File: src/rtl/ssq_pkg.sv
package ssq_pkg;

    localparam int JOY_BITS      = 10;
    localparam int STEP_REG_BITS = 11;
    localparam int COIL_BITS     = 4;
    localparam int PHASE_BITS    = 3;
    localparam int COUNT_BITS_DEF = 11;

    localparam int APB_DATA_BITS = 32;
    localparam int APB_ADDR_BITS = 4;

    localparam logic [JOY_BITS-1:0]      ABORT_THR_RST  = 10'd300;
    localparam logic [STEP_REG_BITS-1:0] HALF_SWEEP_RST = 11'd568;
    localparam logic [STEP_REG_BITS-1:0] SWEEP_RST      = 11'd1137;

    localparam logic [PHASE_BITS-1:0] PHASE_LAST = 3'd7;

    typedef enum logic [1:0] {
        REG_ABORT_THR  = 2'd0,
        REG_HALF_SWEEP = 2'd1,
        REG_SWEEP      = 2'd2
    } t_reg_idx;

    typedef enum logic [2:0] {
        MODE_IDLE      = 3'd0,
        MODE_FIRST     = 3'd1,
        MODE_RIGHT     = 3'd2,
        MODE_LEFT      = 3'd3,
        MODE_HOME_INIT = 3'd4,
        MODE_HOME      = 3'd5
    } t_mode;

    typedef struct packed {
        logic [JOY_BITS-1:0]      abort_threshold;
        logic [STEP_REG_BITS-1:0] half_sweep_steps;
        logic [STEP_REG_BITS-1:0] sweep_steps;
    } t_cfg;

    typedef struct packed {
        logic [COIL_BITS-1:0] coil_pattern;
        logic                 busy_res;
        logic                 homing;
    } t_result;

    // half-step phase pattern, read forward when turning right
    function automatic logic [COIL_BITS-1:0] coil_lookup(input logic [PHASE_BITS-1:0] p);
        logic [COIL_BITS-1:0] c;
        case (p)
            3'd0: c = 4'h1;
            3'd1: c = 4'h3;
            3'd2: c = 4'h2;
            3'd3: c = 4'h6;
            3'd4: c = 4'h4;
            3'd5: c = 4'hC;
            3'd6: c = 4'h8;
            3'd7: c = 4'h9;
            default: c = 4'h0;
        endcase
        return c;
    endfunction

endpackage

File: src/rtl/ssq_in_if.sv
interface ssq_in_if;
    import ssq_pkg::*;

    logic                valid;
    logic                ready;
    logic [JOY_BITS-1:0] joystick_x;
    logic                enable;

    modport source (output valid, output joystick_x, output enable, input ready);
    modport sink   (input valid, input joystick_x, input enable, output ready);
endinterface

File: src/rtl/ssq_out_if.sv
interface ssq_out_if;
    import ssq_pkg::*;

    logic                 valid;
    logic                 ready;
    logic [COIL_BITS-1:0] coil_pattern;
    logic                 busy_res;
    logic                 homing;

    modport source (output valid, output coil_pattern, output busy_res, output homing,
                    input ready);
    modport sink   (input valid, input coil_pattern, input busy_res, input homing,
                    output ready);
endinterface

File: src/rtl/ssq_cfg.sv
module ssq_cfg (
    input  logic                              i_clk,
    input  logic                              i_rst_n,
    input  logic                              psel,
    input  logic                              penable,
    input  logic                              pwrite,
    input  logic [ssq_pkg::APB_ADDR_BITS-1:0] paddr,
    input  logic [ssq_pkg::APB_DATA_BITS-1:0] pwdata,
    output logic [ssq_pkg::APB_DATA_BITS-1:0] prdata,
    output logic                              pready,
    output ssq_pkg::t_cfg                     o_cfg
);
    import ssq_pkg::*;

    t_cfg     r_cfg;
    t_cfg     n_cfg;
    t_reg_idx w_idx;
    logic     w_wr;

    assign pready = 1'b1;
    assign w_idx  = t_reg_idx'(paddr[APB_ADDR_BITS-1:2]);
    assign w_wr   = psel && penable && pwrite && pready;
    assign o_cfg  = r_cfg;

    always_comb begin
        n_cfg = r_cfg;
        if (w_wr) begin
            case (w_idx)
                REG_ABORT_THR:  n_cfg.abort_threshold  = pwdata[JOY_BITS-1:0];
                REG_HALF_SWEEP: n_cfg.half_sweep_steps = pwdata[STEP_REG_BITS-1:0];
                REG_SWEEP:      n_cfg.sweep_steps      = pwdata[STEP_REG_BITS-1:0];
                default:        n_cfg = r_cfg;
            endcase
        end
    end

    always_comb begin
        case (w_idx)
            REG_ABORT_THR:  prdata = APB_DATA_BITS'(r_cfg.abort_threshold);
            REG_HALF_SWEEP: prdata = APB_DATA_BITS'(r_cfg.half_sweep_steps);
            REG_SWEEP:      prdata = APB_DATA_BITS'(r_cfg.sweep_steps);
            default:        prdata = '0;
        endcase
    end

    always_ff @(posedge i_clk) begin
        if (!i_rst_n) begin
            r_cfg.abort_threshold  <= ABORT_THR_RST;
            r_cfg.half_sweep_steps <= HALF_SWEEP_RST;
            r_cfg.sweep_steps      <= SWEEP_RST;
        end else begin
            r_cfg <= n_cfg;
        end
    end

endmodule

File: src/rtl/ssq_core.sv
module ssq_core #(
    parameter int COUNT_BITS = ssq_pkg::COUNT_BITS_DEF
) (
    input  logic                         i_clk,
    input  logic                         i_rst_n,
    input  ssq_pkg::t_cfg                i_cfg,
    input  logic                         i_step,
    input  logic [ssq_pkg::JOY_BITS-1:0] i_joystick_x,
    input  logic                         i_enable,
    output ssq_pkg::t_result             o_res
);
    import ssq_pkg::*;

    t_mode                  r_mode,  n_mode,  m_mode;
    logic [COUNT_BITS-1:0]  r_steps, n_steps, m_steps;
    logic [PHASE_BITS-1:0]  r_phase, n_phase, m_phase;
    logic                   r_right, n_right, m_right;
    logic [COIL_BITS-1:0]   r_coil,  n_coil;

    logic                   w_abort;
    logic [COUNT_BITS-1:0]  w_half;
    logic [COUNT_BITS-1:0]  w_sweep;
    logic [COUNT_BITS-1:0]  w_taken;
    logic [COUNT_BITS-1:0]  w_half_less_left;
    logic [COUNT_BITS-1:0]  w_half_less_taken;
    logic [COUNT_BITS-1:0]  w_taken_less_half;
    logic                   w_move;
    logic                   w_dir;

    assign w_abort = (i_joystick_x < i_cfg.abort_threshold) || !i_enable;
    assign w_half  = COUNT_BITS'(i_cfg.half_sweep_steps);
    assign w_sweep = COUNT_BITS'(i_cfg.sweep_steps);

    // saturating differences used when planning the way home
    assign w_taken           = (w_sweep > r_steps) ? (w_sweep - r_steps) : '0;
    assign w_half_less_left  = (w_half > r_steps) ? (w_half - r_steps) : '0;
    assign w_half_less_taken = (w_half > w_taken) ? (w_half - w_taken) : '0;
    assign w_taken_less_half = (w_taken > w_half) ? (w_taken - w_half) : '0;

    // mode transition and run setup
    always_comb begin
        m_mode  = r_mode;
        m_steps = r_steps;
        m_phase = r_phase;
        m_right = r_right;
        case (r_mode)
            MODE_FIRST: begin
                if (w_abort) begin
                    m_steps = w_half_less_left;
                    m_right = 1'b1;
                    m_phase = '0;
                    m_mode  = MODE_HOME_INIT;
                end else if (r_steps == '0) begin
                    m_steps = w_sweep;
                    m_phase = '0;
                    m_right = 1'b1;
                    m_mode  = MODE_RIGHT;
                end
            end
            MODE_LEFT, MODE_RIGHT: begin
                if (w_abort) begin
                    m_mode = MODE_HOME;
                    if (w_taken > r_steps) begin
                        // past the midpoint: reverse and mirror the phase
                        m_right = !r_right;
                        m_steps = w_taken_less_half;
                        m_phase = PHASE_LAST - r_phase;
                    end else if (w_taken < r_steps) begin
                        m_steps = w_half_less_taken;
                    end else begin
                        m_steps = '0;
                    end
                end else if (r_steps == '0) begin
                    m_steps = w_sweep;
                    m_phase = '0;
                    m_right = (r_mode == MODE_LEFT);
                    m_mode  = (r_mode == MODE_LEFT) ? MODE_RIGHT : MODE_LEFT;
                end
            end
            MODE_HOME, MODE_HOME_INIT: begin
                if (r_steps == '0) begin
                    m_mode = MODE_IDLE;
                end
            end
            default: begin
                m_mode = MODE_IDLE;
                if (i_enable) begin
                    m_steps = w_half;
                    m_phase = '0;
                    m_right = 1'b0;
                    m_mode  = MODE_FIRST;
                end
            end
        endcase
    end

    // step action in the new mode
    always_comb begin
        case (m_mode)
            MODE_FIRST, MODE_LEFT: begin
                w_move = 1'b1;
                w_dir  = 1'b0;
            end
            MODE_RIGHT, MODE_HOME_INIT: begin
                w_move = 1'b1;
                w_dir  = 1'b1;
            end
            MODE_HOME: begin
                w_move = 1'b1;
                w_dir  = m_right;
            end
            default: begin
                w_move = 1'b0;
                w_dir  = 1'b0;
            end
        endcase
    end

    always_comb begin
        n_mode  = m_mode;
        n_right = m_right;
        n_steps = m_steps;
        n_phase = m_phase;
        n_coil  = r_coil;
        // zero distance: hold the coils, phase and step count
        if (w_move && (m_steps != '0)) begin
            n_coil  = w_dir ? coil_lookup(m_phase) : coil_lookup(PHASE_LAST - m_phase);
            n_phase = m_phase + PHASE_BITS'(1);
            n_steps = m_steps - COUNT_BITS'(1);
        end
    end

    always_comb begin
        o_res.coil_pattern = n_coil;
        o_res.busy_res     = (n_mode != MODE_IDLE);
        o_res.homing       = (n_mode == MODE_HOME) || (n_mode == MODE_HOME_INIT);
    end

    always_ff @(posedge i_clk) begin
        if (!i_rst_n) begin
            r_mode  <= MODE_IDLE;
            r_steps <= '0;
            r_phase <= '0;
            r_right <= 1'b0;
            r_coil  <= '0;
        end else if (i_step) begin
            r_mode  <= n_mode;
            r_steps <= n_steps;
            r_phase <= n_phase;
            r_right <= n_right;
            r_coil  <= n_coil;
        end
    end

endmodule

File: src/rtl/ssq_out.sv
module ssq_out (
    input  logic             i_clk,
    input  logic             i_rst_n,
    input  logic             i_load,
    input  ssq_pkg::t_result i_res,
    output logic             o_can_load,
    ssq_out_if.source        o_out
);
    import ssq_pkg::*;

    logic    r_valid;
    logic    n_valid;
    t_result r_res;

    // take a new result when empty or when the held one leaves this cycle
    assign o_can_load = !r_valid || o_out.ready;

    always_comb begin
        n_valid = r_valid;
        if (i_load) begin
            n_valid = 1'b1;
        end else if (o_out.ready) begin
            n_valid = 1'b0;
        end
    end

    assign o_out.valid        = r_valid;
    assign o_out.coil_pattern = r_res.coil_pattern;
    assign o_out.busy_res     = r_res.busy_res;
    assign o_out.homing       = r_res.homing;

    always_ff @(posedge i_clk) begin
        if (!i_rst_n) begin
            r_valid <= 1'b0;
        end else begin
            r_valid <= n_valid;
        end
    end

    always_ff @(posedge i_clk) begin
        if (i_load) begin
            r_res <= i_res;
        end
    end

endmodule

File: src/rtl/stepper_sweep_sequencer.sv
// Half-step stepper sweep sequencer. Each accepted request is one tick: the
// block updates its mode, step count and phase and returns one result with the
// four coil bits, a busy flag and a homing flag. A request is taken every clock
// cycle as long as the result register is empty or being drained; its result
// is registered and shows on the output in the cycle after acceptance. The rate
// is set by the single registered state loop (mode, count, phase). Registers sit
// at byte offsets 0 (abort threshold), 4 (half sweep) and 8 (full sweep) of the
// APB port and should be written only while the block is idle.
module stepper_sweep_sequencer #(
    parameter int COUNT_BITS = ssq_pkg::COUNT_BITS_DEF
) (
    input  logic                              i_clk,
    input  logic                              i_rst_n,
    input  logic                              psel,
    input  logic                              penable,
    input  logic                              pwrite,
    input  logic [ssq_pkg::APB_ADDR_BITS-1:0] paddr,
    input  logic [ssq_pkg::APB_DATA_BITS-1:0] pwdata,
    output logic [ssq_pkg::APB_DATA_BITS-1:0] prdata,
    output logic                              pready,
    ssq_in_if.sink                            i_in,
    ssq_out_if.source                         o_out
);
    import ssq_pkg::*;

    t_cfg    w_cfg;
    t_result w_res;
    logic    w_can_load;
    logic    w_step;

    assign i_in.ready = w_can_load;
    assign w_step     = i_in.valid && w_can_load;

    ssq_cfg u_cfg (
        .i_clk   (i_clk),
        .i_rst_n (i_rst_n),
        .psel    (psel),
        .penable (penable),
        .pwrite  (pwrite),
        .paddr   (paddr),
        .pwdata  (pwdata),
        .prdata  (prdata),
        .pready  (pready),
        .o_cfg   (w_cfg)
    );

    ssq_core #(
        .COUNT_BITS (COUNT_BITS)
    ) u_core (
        .i_clk        (i_clk),
        .i_rst_n      (i_rst_n),
        .i_cfg        (w_cfg),
        .i_step       (w_step),
        .i_joystick_x (i_in.joystick_x),
        .i_enable     (i_in.enable),
        .o_res        (w_res)
    );

    ssq_out u_out (
        .i_clk      (i_clk),
        .i_rst_n    (i_rst_n),
        .i_load     (w_step),
        .i_res      (w_res),
        .o_can_load (w_can_load),
        .o_out      (o_out)
    );

endmodule

File: src/flat_wrapper.sv
// flat-port wrapper written by rule: the top's interface ports become plain ports
module stepper_sweep_sequencer_flat import ssq_pkg::*;
#(
    parameter int COUNT_BITS = ssq_pkg::COUNT_BITS_DEF
)
  (i_clk, i_rst_n, psel, penable, pwrite, paddr, pwdata, prdata, pready, i_in_valid, i_in_joystick_x, i_in_enable, i_in_ready, o_out_valid, o_out_coil_pattern, o_out_busy_res, o_out_homing, o_out_ready);
  ssq_in_if i_in_i ();
  ssq_out_if o_out_i ();
  input  logic i_clk;
  input  logic i_rst_n;
  input  logic psel;
  input  logic penable;
  input  logic pwrite;
  input  logic [ssq_pkg::APB_ADDR_BITS-1:0] paddr;
  input  logic [ssq_pkg::APB_DATA_BITS-1:0] pwdata;
  output logic [ssq_pkg::APB_DATA_BITS-1:0] prdata;
  output logic pready;
  input wire logic [$bits(i_in_i.valid)-1:0] i_in_valid;
  input wire logic [$bits(i_in_i.joystick_x)-1:0] i_in_joystick_x;
  input wire logic [$bits(i_in_i.enable)-1:0] i_in_enable;
  output wire logic [$bits(i_in_i.ready)-1:0] i_in_ready;
  output wire logic [$bits(o_out_i.valid)-1:0] o_out_valid;
  output wire logic [$bits(o_out_i.coil_pattern)-1:0] o_out_coil_pattern;
  output wire logic [$bits(o_out_i.busy_res)-1:0] o_out_busy_res;
  output wire logic [$bits(o_out_i.homing)-1:0] o_out_homing;
  input wire logic [$bits(o_out_i.ready)-1:0] o_out_ready;
  assign i_in_i.valid = i_in_valid;
  assign i_in_i.joystick_x = i_in_joystick_x;
  assign i_in_i.enable = i_in_enable;
  assign i_in_ready = i_in_i.ready;
  assign o_out_valid = o_out_i.valid;
  assign o_out_coil_pattern = o_out_i.coil_pattern;
  assign o_out_busy_res = o_out_i.busy_res;
  assign o_out_homing = o_out_i.homing;
  assign o_out_i.ready = o_out_ready;
  stepper_sweep_sequencer #(.COUNT_BITS(COUNT_BITS)) u_core (.i_clk(i_clk), .i_rst_n(i_rst_n), .psel(psel), .penable(penable), .pwrite(pwrite), .paddr(paddr), .pwdata(pwdata), .prdata(prdata), .pready(pready), .i_in(i_in_i), .o_out(o_out_i));
endmodule
File: config.mk
export PLATFORM = sky130hd
export DESIGN_NAME = stepper_sweep_sequencer_flat
export DESIGN_NICKNAME = d
export VERILOG_FILES = /design/src/rtl/ssq_pkg.sv /design/src/rtl/ssq_in_if.sv /design/src/rtl/ssq_out_if.sv /design/src/rtl/ssq_cfg.sv /design/src/rtl/ssq_core.sv /design/src/rtl/ssq_out.sv /design/src/rtl/stepper_sweep_sequencer.sv /design/src/flat_wrapper.sv
export SDC_FILE = /design/constraint.sdc
export NUM_CORES = 1
export LEC_CHECK = 0
export ABC_AREA = 1
export BUFFER_PORTS_ARGS = -buffer_cell sky130_fd_sc_hd__buf_2
export CAP_MARGIN = 15
export CORE_MARGIN = 8
export CORE_UTILIZATION = 60
export DETAILED_ROUTE_END_ITERATION = 10
export GPL_TIMING_DRIVEN = 0
export PLACE_DENSITY = 0.83
export SLEW_MARGIN = 10
export SYNTH_ARGS = -nofsm -noshare
export SYNTH_HDL_FRONTEND = slang
export SYNTH_SLANG_ARGS = --single-unit
File: constraint.sdc
create_clock -name i_clk -period 6.8 [get_ports i_clk]
set_input_delay 0.68 -clock i_clk [delete_from_list [all_inputs] [get_ports i_clk]]
set_output_delay 0.68 -clock i_clk [all_outputs]
set_load 0.02 [all_outputs]
==> results.md, run 1 <==
- Tmin final: 6.14 ns
- Clk Latency, worst-skew pair: 0.33 ns
- Leak: 4.12 nW
- Layout cell share with drive strength beyond 1: 0.125
- Pins Over Slew Limit: 0
- Post-Synth XOR/XNOR Area: 0.0382
- DPL Wire Length: 18300 um
- Avg Vias per Cell: 5.75
- Setup ws final: 0.664 ns
- First-pass DRT Iterations: 6
- DRT iter0 DRCs: 925
- Critical path origin: u_core.u_core.r_steps[0]
- Compound-gate portion of the synthesized area: 0.177
- Initial core utilization: 0.618
- Antenna cells: 0
- First-pass GRT wire length: 36700 um
- Commonest non-fill, non-tap cell in the layout: nand2_1
- Gpl congestion: 0.989
- Routed via count: 7861
- Relative slew margins: 0.555
- H-tree levels: 3
- Placed Instances: 1350
- Total Power: 2.27 mW
- Max IR drop VDD: 0.198 mV
- Register area: 0.00128 mm2
- Final cell count without fillers: 1366
- Cell variety after synth: 50
- Pre-CTS setup slack: 0.899 ns
- Ys flop type: dfxtp_1
- Die H: 125 um
- Worst endpoint required time: 6.89 ns
- Critical Path AT: 6.22 ns
- Vias in the first global route: 7237
- Most frequent cells in the layout: nand2_1, inv_1, nor2_1, a21oi_1, nand3_1
- Reg2reg start: u_core.u_core.r_steps[0]
- GR Overflow Total: 0
- Site Rows: 39
- Initial antenna violation count: 0
- Fin Hold WS: 0.497 ns
- Sequential-to-total area share from yosys stat: 0.180
- Postcts setup bufs: 0
- Setup tns final: 0 ns
- Synthesized cell area: 0.00711 mm2
- Fmax: 163 MHz
- R2R depth: 43
- Final Hold Vio Count: 0
- GRT Util Overall: 0.287
- Clk buf depth: 2
- Synth Warn #: 0
- Clk pin slew, worst setup/hold paths: 0.05 ns
- Final nets: 1344
- Crit path to: u_core.u_out.o_out.coil_pattern[0]
- Filler Cells Inserted: 1102
- Seq cells post-synth: 61
- Setup Skew: 0.0106 ns
- Util after Layout: 0.683
- Post-synthesis simple-gate area fraction: 0.326
- Final setup vio count: 0
- RSZ-0062 raised after global routing: no
- Asr flop ratio synth: 0
- Slowest CP cell: dfxtp_1
- CTS-repair resized insts: 0
- Fin crit share: 0.902
- Adder-cell share of the synthesized area: 0.131
- Area Overhead vs Synth: 10.6%
- Dpl cell area: 0.00761 mm2
- Outcome: finished clean
- Pwr Density: 289 mW/mm2
- Die W: 125 um
- Critical path launch point type: flip-flop
- Crit Path Class: flip-flop to flip-flop
- Multi-input logic area: 0.00487 mm2
- Top cell by count, worst path: nand2_1
- FF-to-FF setup slack: 0.66 ns
- Final wirelength: 22700 um
- Number of max-cap violations: 0
- Syn Inst Count: 1139
- Clock root cell: clkbuf_16
- Reg-to-reg critical path endpoint: u_core.u_out.o_out.coil_pattern[0]
- Clock tree sinks: 61
- Hold_buf cts: 0
- # port buffers: 48
- Wire per inst: 16.6 um
- CTS buffer count: 9
- Syn Area/Cell: 6.25 um2
- Post-synth EDFFs: 6
- Slew @ Worst Pin: 0.665 ns
- Core area: 0.0115 mm2
- Largest net degree at the start of global routing: 16
- Antenna Violating Nets Remaining: 0
- Io pins: 95
- HP Class: flip-flop to flip-flop
- Remaining DRCs: 0
- Max FO, Critical Path: 10
- Crit. End Element: flip-flop
- Largest family of logic cells by synthesized area: simple AND/OR/NAND/NOR gates
- Design area: 0.00787 mm2
- Slowest stage delay, CP: 0.53 ns
- Die ar.: 0.0156 mm2
- Multiplexer share of the synthesized area: 0
- CTS tree: done
==> cell families after synthesis <==
| kind of cell | Yosys count |
|---|---|
| buffers and inverters | 242 |
| xor gates and xnor gates | 31 |
| AOI/OAI and AO/OA | 212 |
| other | 2 |
| DFF | 61 |
| adders and majority gates | 72 |
| and+or+nand+nor | 519 |
==> flip-flops by register name, summed over array words and instances, names as in the netlist <==
name	count
u_core.u_cfg.o_cfg	32
u_core.u_core.r_coil	4
u_core.u_core.r_mode	3
u_core.u_core.r_phase	3
u_core.u_core.r_right	1
u_core.u_core.r_steps	11
u_core.u_out.o_out.busy_res	1
u_core.u_out.o_out.coil_pattern	4
u_core.u_out.o_out.homing	1
u_core.u_out.o_out.valid	1
==> Yosys cell counts, drive strengths merged, types with 3 or more instances <==
library cell  instances  area share
nand3                86       0.066
o211ai               26       0.027
fa                    4       0.011
dfxtp                55        0.15
a21o                  3      0.0032
nand2               308        0.18
buf                  36       0.037
xnor2                 8      0.0098
edfxtp                6       0.025
inv                 188        0.10
o221ai               10       0.012
a21oi                90       0.068
ha                   68        0.12
nor3                 10      0.0070
o21a                  4      0.0042
nand4                15       0.013
o21ai                54       0.038
o21bai                4      0.0042
o22ai                13       0.011
nor2                 93       0.053
xor2                 23       0.028
a31oi                 3      0.0026
a211oi                3      0.0032
clkbuf               17      0.0090
==> worst min path at each step <==
stage                                         to              startpoint  slack [ns]  cells past startpoint
after floorplan           u_core.u_cfg.o_cfg[22]  u_core.u_cfg.o_cfg[22]        0.45                      2
after global placement    u_core.u_cfg.o_cfg[31]  u_core.u_cfg.o_cfg[31]        0.47                      2
after detailed placement  u_core.u_cfg.o_cfg[26]  u_core.u_cfg.o_cfg[26]        0.48                      2
after CTS                 u_core.u_cfg.o_cfg[26]  u_core.u_cfg.o_cfg[26]        0.49                      2
after global routing      u_core.u_cfg.o_cfg[28]  u_core.u_cfg.o_cfg[28]        0.53                      2
final                     u_core.u_cfg.o_cfg[26]  u_core.u_cfg.o_cfg[26]        0.50                      2
==> metal layers <==
layer / GRT usage / part of all wire
met3: 0.0518 / 0.11
met2: 0.442 / 0.43
met5: 0 / 0
met1: 0.386 / 0.43
met4: 0.114 / 0.034
==> area by class of cell <==
type,instances,area share
Tap cell,143,0.0227
Timing Repair Buffer,48,0.0305
Sequential cell,61,0.163
Buffer,53,0.0413
Inverter,189,0.0911
Clock buffer,11,0.0296
Multi-Input combinational cell,856,0.618
Clock inverter,5,0.00366
==> worst max-delay path: cells and delay by family (launching register included) <==
kind            cells  cell delay (ns)
fa+ha+maj           4             1.21
flops               1             0.53
buf+inv             9             0.65
simple gates       23             2.26
compound gates      7             1.21
==> where the power goes <==
part	leakage (nW)	switching, mW	internal, mW
sequential	0.509	0.0226	0.398
combinational	3.49	0.962	0.489
clock	0.123	0.158	0.244
total	4.12	1.14	1.13
No activity file was read; power rests on OpenSTA's default activity.
==> inputs of run 2 (changes only) <==
--- a/config.mk
+++ b/config.mk
@@ -9,10 +9,10 @@
 export BUFFER_PORTS_ARGS = -buffer_cell sky130_fd_sc_hd__buf_2
 export CAP_MARGIN = 15
 export CORE_MARGIN = 8
-export CORE_UTILIZATION = 60
+export CORE_UTILIZATION = 55
 export DETAILED_ROUTE_END_ITERATION = 10
 export GPL_TIMING_DRIVEN = 0
-export PLACE_DENSITY = 0.83
+export PLACE_DENSITY = 0.77
 export SLEW_MARGIN = 10
 export SYNTH_ARGS = -nofsm -noshare
 export SYNTH_HDL_FRONTEND = slang
==> run 2 against run 1 <==
Count of clock-buffer cells in the layout is the same. Wire length is 1.4% lower. Critical path depth rose by 2. Sequential share of layout area down 0.19 points. Via count fell by 1.4%. Total power grew 4.0%. Non-clock buffer count unchanged. First-iteration DRC count shrank 8.4%. Core utilization shrank 5.2 points. Clock power rose by 21%. Combinational power hardly changed. Largest cell class unchanged.
==> results.md, run 2 (synthesis gave the netlist of run 1 again) <==
- Final wirelength: 22400 um (-1.4%)
- Pins Over Slew Limit: 0 (unchanged)
- GR Overflow Total: 0 (unchanged)
- DPL Wire Length: 18200 um (-0.73%)
- Site Rows: 41 (+5.1%)
- Number of max-cap violations: 0 (unchanged)
- Slew @ Worst Pin: 0.703 ns (+0.0378 ns)
- Clk pin slew, worst setup/hold paths: 0.05 ns (about the same)
- Critical path launch point type: flip-flop
- Clock tree sinks: 61 (unchanged)
- Io pins: 95 (unchanged)
- Antenna cells: 0 (unchanged)
- Crit Path Class: flip-flop to flip-flop
- Clk Latency, worst-skew pair: 0.33 ns (about the same)
- Hold_buf cts: 0 (unchanged)
- Commonest non-fill, non-tap cell in the layout: nand2_1
- Remaining DRCs: 0 (unchanged)
- H-tree levels: 3 (unchanged)
- Final setup vio count: 0 (unchanged)
- Die ar.: 0.0168 mm2 (+7.9%)
- Setup Skew: 0.00885 ns (-0.00179 ns)
- Largest register FFs: 32 (unchanged)
- Fmax: 165 MHz (+1.2%)
- Fin crit share: 0.891 (-0.0109)
- Clk buf depth: 2 (unchanged)
- Final Hold Vio Count: 0 (unchanged)
- First-pass DRT Iterations: 6 (unchanged)
- GRT Util Overall: 0.270 (-0.0169)
- Filler Cells Inserted: 1239 (+12%)
- RSZ-0062 raised after global routing: no
- Die H: 130 um (+3.9%)
- Max FO, Critical Path: 10 (unchanged)
- Pwr Density: 297 mW/mm2 (+2.8%)
- Gpl congestion: 0.996 (+0.69%)
- Core area: 0.0126 mm2 (+9.6%)
- HP Class: flip-flop to flip-flop
- CTS-repair resized insts: 0 (unchanged)
- Highest routed layer: met4
- Worst endpoint required time: 7.03 ns (+0.14 ns)
- Antenna Violating Nets Remaining: 0 (unchanged)
- Critical Path AT: 6.29 ns (+0.07 ns)
- Wire per inst: 16.0 um (-3.5%)
- Top cell by count, worst path: nand2_1
- Area Overhead vs Synth: 11.9%
- First-pass GRT wire length: 36100 um (-1.6%)
- CTS tree: done
- Vias in the first global route: 7180 (-0.79%)
- Initial core utilization: 0.564 (-0.0540)
- # port buffers: 48 (unchanged)
- Die W: 130 um (+3.9%)
- Initial antenna violation count: 0 (unchanged)
- Slowest CP cell: dfxtp_1
- Setup tns final: 0 ns (unchanged)
- Routed via count: 7752 (-1.4%)
- Largest net degree at the start of global routing: 16 (unchanged)
- Outcome: finished clean
- Slowest stage delay, CP: 0.54 ns (about the same)
- Util after Layout: 0.631 (-0.0524)
- FF-to-FF setup slack: 0.74 ns (+0.07 ns)
- Metal-1 WL: 9820 um (+0.96%)
- Relative slew margins: 0.530 (-0.0253)
- Tmin final: 6.06 ns (-0.0744 ns)
- Max IR drop VDD: 0.150 mV (-24%)
- Avg Vias per Cell: 5.56 (-3.4%)
- Leak: 4.15 nW (+0.88%)
- Length of routed met2 wiring: 9820 um (+0.76%)
- Postcts setup bufs: 0 (unchanged)
- Metal3 WL: 2070 um (-16%)
- Clock root cell: clkbuf_16
- Layout cell share with drive strength beyond 1: 0.127 (+0.00164)
- Crit. End Element: flip-flop
- DRT iter0 DRCs: 847 (-8.4%)
- CTS buffer count: 9 (unchanged)
- Final nets: 1344 (unchanged)
- Most frequent cells in the layout: nand2_1, inv_1, nor2_1, a21oi_1, nand3_1
-- run 2: worst max-delay path, delay by kind of cell (launching register included) --
family	cells	cell delay, ns
flip-flops	1	0.54
buffers and inverters	10	0.66
adder cells (fa/ha/maj)	4	1.21
AND/OR/NAND/NOR	24	2.30
AO/OA/AOI/OAI	7	1.21
-- run 2: routing by layer --
layer,up-vias,track usage
met3,47,0.0339
met5,-,0
met4,0,0.107
met2,385,0.430
li1,3817,-
met1,3503,0.363
-- run 2: path summary, 6_finish.rpt --
check	start	end	cells past startpoint
worst min register to register	u_core.u_cfg.o_cfg[31]	u_core.u_cfg.o_cfg[31]	2
worst max-delay path	u_core.u_core.r_steps[0]	u_core.u_core.r_steps[7]	45
worst max register to register	u_core.u_core.r_steps[0]	u_core.u_core.r_steps[7]	45
worst min-delay path	u_core.u_cfg.o_cfg[31]	u_core.u_cfg.o_cfg[31]	2
-- run 2: final cells by class --
cell class,count,area (um2),share of cell area
Buffer,53,325,0.0409
Clock buffer,11,243,0.0305
Clock inverter,5,75.1,0.00943
Inverter,189,717,0.0900
Multi-Input combinational cell,856,4870,0.611
Sequential cell,61,1280,0.161
Tap cell,172,215,0.0270
Timing Repair Buffer,48,240,0.0302
-- run 2: power by group --
part | internal (mW) | switching (mW) | total, mW | leakage (nW)
Sequential | 0.398 | 0.0222 | 0.420 | 0.509
Combinational | 0.490 | 0.966 | 1.46 | 3.49
Clock | 0.328 | 0.160 | 0.488 | 0.159
Total | 1.22 | 1.15 | 2.37 | 4.15
-- run 2: per-stage QoR --
stage               power, mW  hold WS, ns  cells  setup slack, ns  instance area (um2)
CTS                      2.34        0.487   1395            0.847                 7960
detailed placement       1.84        0.479   1379            0.858                 7640
finish                   2.37        0.491   1395            0.739                 7960
global route             2.56        0.518   1395            0.226                 7960
global placement         1.82        0.469   1379            0.917                 7640
floorplan                1.52        0.451   1159             1.80                 7190
